File: config.mk
export PLATFORM = sky130hd
export DESIGN_NAME = pdts_cell
export DESIGN_NICKNAME = d
export VERILOG_FILES = /design/src/sv/pdts_pkg.sv /design/src/sv/pdts_cell.sv
export SDC_FILE = /design/constraint.sdc
export NUM_CORES = 1
export LEC_CHECK = 0
export BUFFER_PORTS_ARGS = -buffer_cell sky130_fd_sc_hd__buf_4
export CORE_MARGIN = 5
export CORE_UTILIZATION = 35
export DETAILED_ROUTE_END_ITERATION = 8
export GPL_TIMING_DRIVEN = 0
export PLACE_DENSITY = 0.6
export SLEW_MARGIN = 0
export SYNTH_ARGS = -nofsm -noshare
export SYNTH_HDL_FRONTEND = slang
export SYNTH_SLANG_ARGS = --single-unit
File: constraint.sdc
create_clock -name i_clk -period 4.15 [get_ports i_clk]
set_input_delay 1.245 -clock i_clk [delete_from_list [all_inputs] [get_ports i_clk]]
set_output_delay 1.245 -clock i_clk [all_outputs]
set_load 0.02 [all_outputs]
File: src/sv/pdts_pkg.sv
`timescale 1ns / 1ps
`default_nettype none
// ----------------------------------------------------------------------------
// PCI device table search: shared types and constants
// Command codes, entry layout, request, response and row structures.
// ----------------------------------------------------------------------------
package pdts_pkg;
    localparam int DefTableDepth = 64;
    localparam logic [15:0] DropMax = 16'hFFFF;

    typedef enum logic [1:0] {
        CMD_CLEAR  = 2'd0,
        CMD_INSERT = 2'd1,
        CMD_SEARCH = 2'd2,
        CMD_LOOKUP = 2'd3
    } t_cmd;

    typedef struct packed {
        logic [7:0]  bus;
        logic [4:0]  slot;
        logic [2:0]  func;
        logic [15:0] vendor;
        logic [15:0] device;
        logic [7:0]  cls;
        logic [7:0]  sub;
    } t_entry;

    typedef struct packed {
        t_cmd        command;
        logic [7:0]  bus_number;
        logic [4:0]  slot_number;
        logic [2:0]  function_number;
        logic [15:0] vendor_id;
        logic [15:0] device_id;
        logic [7:0]  class_code;
        logic [7:0]  subclass_code;
        logic [5:0]  ordinal;
        logic [3:0]  any_mask;
    } t_req;

    typedef struct packed {
        logic        found;
        logic [5:0]  entry_index;
        logic [7:0]  hit_bus;
        logic [4:0]  hit_slot;
        logic [2:0]  hit_function;
        logic [15:0] hit_vendor;
        logic [15:0] hit_device;
        logic [7:0]  hit_class;
        logic [7:0]  hit_subclass;
        logic [6:0]  entry_count;
        logic [15:0] dropped_count;
    } t_rsp;

    // query travelling down the row
    typedef struct packed {
        logic        valid;
        logic        search;
        logic [7:0]  bus;
        logic [4:0]  slot;
        logic [2:0]  func;
        logic [15:0] vendor;
        logic [15:0] device;
        logic [7:0]  cls;
        logic [7:0]  sub;
        logic [5:0]  ord;
        logic [3:0]  mask;
    } t_query;

    // hit state travelling down the row beside the query
    typedef struct packed {
        logic        found;
        logic [8:0]  seen;
        logic [8:0]  idx;
        t_entry      entry;
    } t_hit;
endpackage
`default_nettype wire

File: src/sv/pdts_cell.sv
`timescale 1ns / 1ps
`default_nettype none
// ----------------------------------------------------------------------------
// PCI device table search: table cell
// Holds one entry, compares the passing query and hands it on.
// ----------------------------------------------------------------------------
module pdts_cell #(
    parameter int Index = 0
) (
    input  wire logic             i_clk,
    input  wire logic             i_rst_n,
    input  wire logic             i_wr,
    input  wire pdts_pkg::t_entry i_wr_entry,
    input  wire logic             i_live,
    input  wire pdts_pkg::t_query i_query,
    input  wire pdts_pkg::t_hit   i_hit,
    output pdts_pkg::t_query      o_query,
    output pdts_pkg::t_hit        o_hit
);
    import pdts_pkg::*;

    t_entry r_entry;
    t_query r_query;
    t_hit   r_hit;
    t_hit   n_hit;
    logic   w_match;

    always_comb begin
        if (i_query.search) begin
            w_match = (i_query.mask[0] || r_entry.cls == i_query.cls) &&
                      (i_query.mask[1] || r_entry.sub == i_query.sub) &&
                      (i_query.mask[2] || r_entry.vendor == i_query.vendor) &&
                      (i_query.mask[3] || r_entry.device == i_query.device);
        end else begin
            w_match = r_entry.bus == i_query.bus && r_entry.slot == i_query.slot &&
                      r_entry.func == i_query.func;
        end
        n_hit = i_hit;
        if (i_live && !i_hit.found && w_match) begin
            if (!i_query.search || i_hit.seen == {3'd0, i_query.ord}) begin
                n_hit.found = 1'b1;
                n_hit.idx   = 9'(Index);
                n_hit.entry = r_entry;
            end else begin
                n_hit.seen = i_hit.seen + 9'd1;
            end
        end
    end

    always_ff @(posedge i_clk) begin
        if (i_wr) begin
            r_entry <= i_wr_entry;
        end
        r_hit <= n_hit;
        if (!i_rst_n) begin
            r_query.valid <= 1'b0;
        end else begin
            r_query <= i_query;
        end
    end

    assign o_query = r_query;
    assign o_hit   = r_hit;
endmodule
`default_nettype wire

==> impl_metrics.env <==
export IMPL_rr_startpoint="r_entry[27]"
export IMPL_drive_gt1_share_pct=57.0
export IMPL_end_kind="flip-flop"
export IMPL_place_ws_ps=-261
export IMPL_setup_worst_path_start="i_query[37]"
export IMPL_cts_setup_buffers=0
export IMPL_syn_mean_instance_area_sq_um=17.8
export IMPL_rsz0062_at_grt="false"
export IMPL_hold_path_class="reg2reg"
export IMPL_grt_pass1_wl_um=32100
export IMPL_synth_cells=435
export IMPL_synth_top_area_cell="edfxtp_1"
export IMPL_remaining_drc_errors=0
export IMPL_wl_um=23200
export IMPL_die_area_sq_um=25200
export IMPL_ys_ff_latch=223
export IMPL_fin_hold_ws_ps=520
export IMPL_numCtsBuffers=26
export IMPL_yosysMostFrequentCell="edfxtp_1"
export IMPL_io_pins=386
export IMPL_cts_hold_buffers=0
export IMPL_grt_overflow_total=0
export IMPL_syn_num_nets=663
export IMPL_yosysWarnings=0
export IMPL_critPathKind="in2reg"
export IMPL_h_tree_depth=1
export IMPL_start_util_pct=35.5
export IMPL_cts_sinks=223
export IMPL_worst_path_max_fanout=10
export IMPL_hold_start="r_entry[16]"
export IMPL_power_uw=5410
export IMPL_fin_nets=1076
export IMPL_critPathBufInv=2
export IMPL_vias=5211
export IMPL_yosys_area_top_type_share_pct=53.9
export IMPL_clock_path_buffers=3
export IMPL_core_area_sq_um=21800
export IMPL_clk_pin_slew_ps=60
export IMPL_ys_top_cells_by_count="edfxtp_1 (139), dfxtp_1 (84), mux2_2 (64), xnor2_1 (56), xor2_1 (22)"
export IMPL_fin_crit_sh_pct=91.1
export IMPL_routabilityCongestion=0.794
export IMPL_synth_distinct_cells=26
export IMPL_path_delay_family="compound AO/OA/AOI/OAI gates"
export IMPL_synth_flop_cell="edfxtp_1"
export IMPL_p_leak_uw=0.00490
export IMPL_required_ps=4540
export IMPL_ant_nets=0
export IMPL_peakVddDrop_uv=313
export IMPL_synth_edff_count=139
export IMPL_min_period_ps=3780
export IMPL_grt_max_degree=77
export IMPL_finalHoldViolCount=0
export IMPL_clock_latency_ps=510
export IMPL_yosysSeqAreaShare_pct=75.7
export IMPL_area_growth_pct=52.6
export IMPL_drv_slew=0
export IMPL_setup_viol_count_final=0
export IMPL_cap_viol_max_count=0
export IMPL_outcome="completed"
export IMPL_slowest_stage="a211oi_4"
export IMPL_fmax_mhz=265
export IMPL_viasPerCell=4.54
export IMPL_diodes=0
export IMPL_root_buffer="clkbuf_16"
export IMPL_layout_setup_ws_ps=371
export IMPL_placed_cell_area_sq_um=11000
export IMPL_rows=54
export IMPL_dp_hpwl_um=17800
export IMPL_portBuffers=385
export IMPL_cp_slowest_stage_delay_ps=750
export IMPL_slew_headroom_pct=27.3
export IMPL_drt_pass1_iter_count=4
export IMPL_grt_pass1_vias=5631
export IMPL_async_reset_ff_share_pct=0
export IMPL_syn_area_sq_um=7740
export IMPL_cellPowerDensity_nw_per_um2=458
export IMPL_die_x_um=159
export IMPL_startpoint_type="input pin"
export IMPL_cts_resized_gates=0
export IMPL_worst_pin_slew_ps=1090
export IMPL_arrival_ps=4170
export IMPL_grtUsageTotal_pct=16.9
export IMPL_skew_ps=14.0
export IMPL_wl_per_cell_um=20.2
export IMPL_worstPathCellList="buf_4, xnor2_1, nand4_1, nor4_1, o22ai_1, o21a_1, a211oi_4, buf_6, mux2_2"
export IMPL_fp_dieH_um=159
export IMPL_cts_tree="built"
export IMPL_grt_antenna_before_repair=0
export IMPL_drtIter0Drc=186
export IMPL_fin_area_sq_um=11800
export IMPL_netlist_top_cells_area="edfxtp_1 (54%), dfxtp_1 (22%), mux2_2 (9.3%), xnor2_1 (6.3%), xor2_1 (2.5%)"
[flip-flops by register name, indices dropped and copies added (netlist names)]
register,cells
o_hit,83
o_query,76
r_entry,64
[worst paths after layout]
kind	end	slack (ps)	cells past startpoint
max	o_hit[43]	370	9
min reg2reg	o_hit[16]	520	1
min	o_hit[16]	520	1
max reg2reg	o_hit[43]	820	8
[worst register-to-register path, cell delays in order, from the launching register on]
cell      delay (ps)
edfxtp_1         400
xnor2_1          200
nand4_1          140
nor4_1           530
o22ai_1          250
o21a_1           300
a211oi_4         750
buf_6            280
mux2_2           360
[cell families after synthesis]
logic type / count (synthesis) / share of synthesized area (%)
DFF: 223 / 75.7
xor gates and xnor gates: 78 / 8.83
muxes: 65 / 9.46
and+or+nand+nor: 54 / 4.12
AOI/OAI and AO/OA: 7 / 0.728
buffers and inverters: 7 / 1.02
adders and majority gates: 1 / 0.162
[cell type report]
| class | instances | area [sq um] |
|---|---|---|
| multi-input cells | 205 | 1800 |
| fillers | 1829 | 10000 |
| clock buffers | 34 | 732 |
| repair buffers | 385 | 2890 |
| plain buffers | 7 | 78.8 |
| well taps | 280 | 350 |
| flip-flops and latches | 223 | 5860 |
| clock inverters | 14 | 95.1 |
[metrics by stage]
stage	util [%]	setup TNS (ps)	instances
after floorplan	-	0	435
after global placement	50.3	-12120	1100
after detailed placement	50.3	-13760	1100
after CTS	54.1	0	1148
after global routing	54.1	0	1148
final	54.1	0	1148
[report_power, final]
group	leakage [uW]	total, uW	internal [uW]	switching, uW
sequential	0.00207	2590	2530	65.2
clock	0.000399	2160	1300	866
combinational	0.00243	654	341	314
total	0.00490	5410	4160	1250
[cell usage in the layout, fill, tap and decap left out, types with 2 or more instances in the layout]
cell and instances:
clkinv_2 4, nand2_1 6, clkbuf_8 3, clkinv_1 6, xor2_1 22, buf_4 385, nor2b_1 9, clkinvlp_4 3
edfxtp_1 139, and3_1 2, clkbuf_16 27, clkbuf_1 4, nand3_1 3, nor4b_1 2, xnor2_1 56, nand4_1 17
buf_6 7, nor2_1 2, dfxtp_1 84, a21oi_1 2, mux2_2 64, nor4_1 8, and2_1 2
[metal layers]
| metal | routed length [um] | global-route usage (%) |
|---|---|---|
| met5 | 0 | 0 |
| met4 | 680 | 5.52 |
| met3 | 2820 | 6.58 |
| met2 | 11800 | 30.3 |
| met1 | 7870 | 18.2 |
Power figures use the tool's default switching activity.
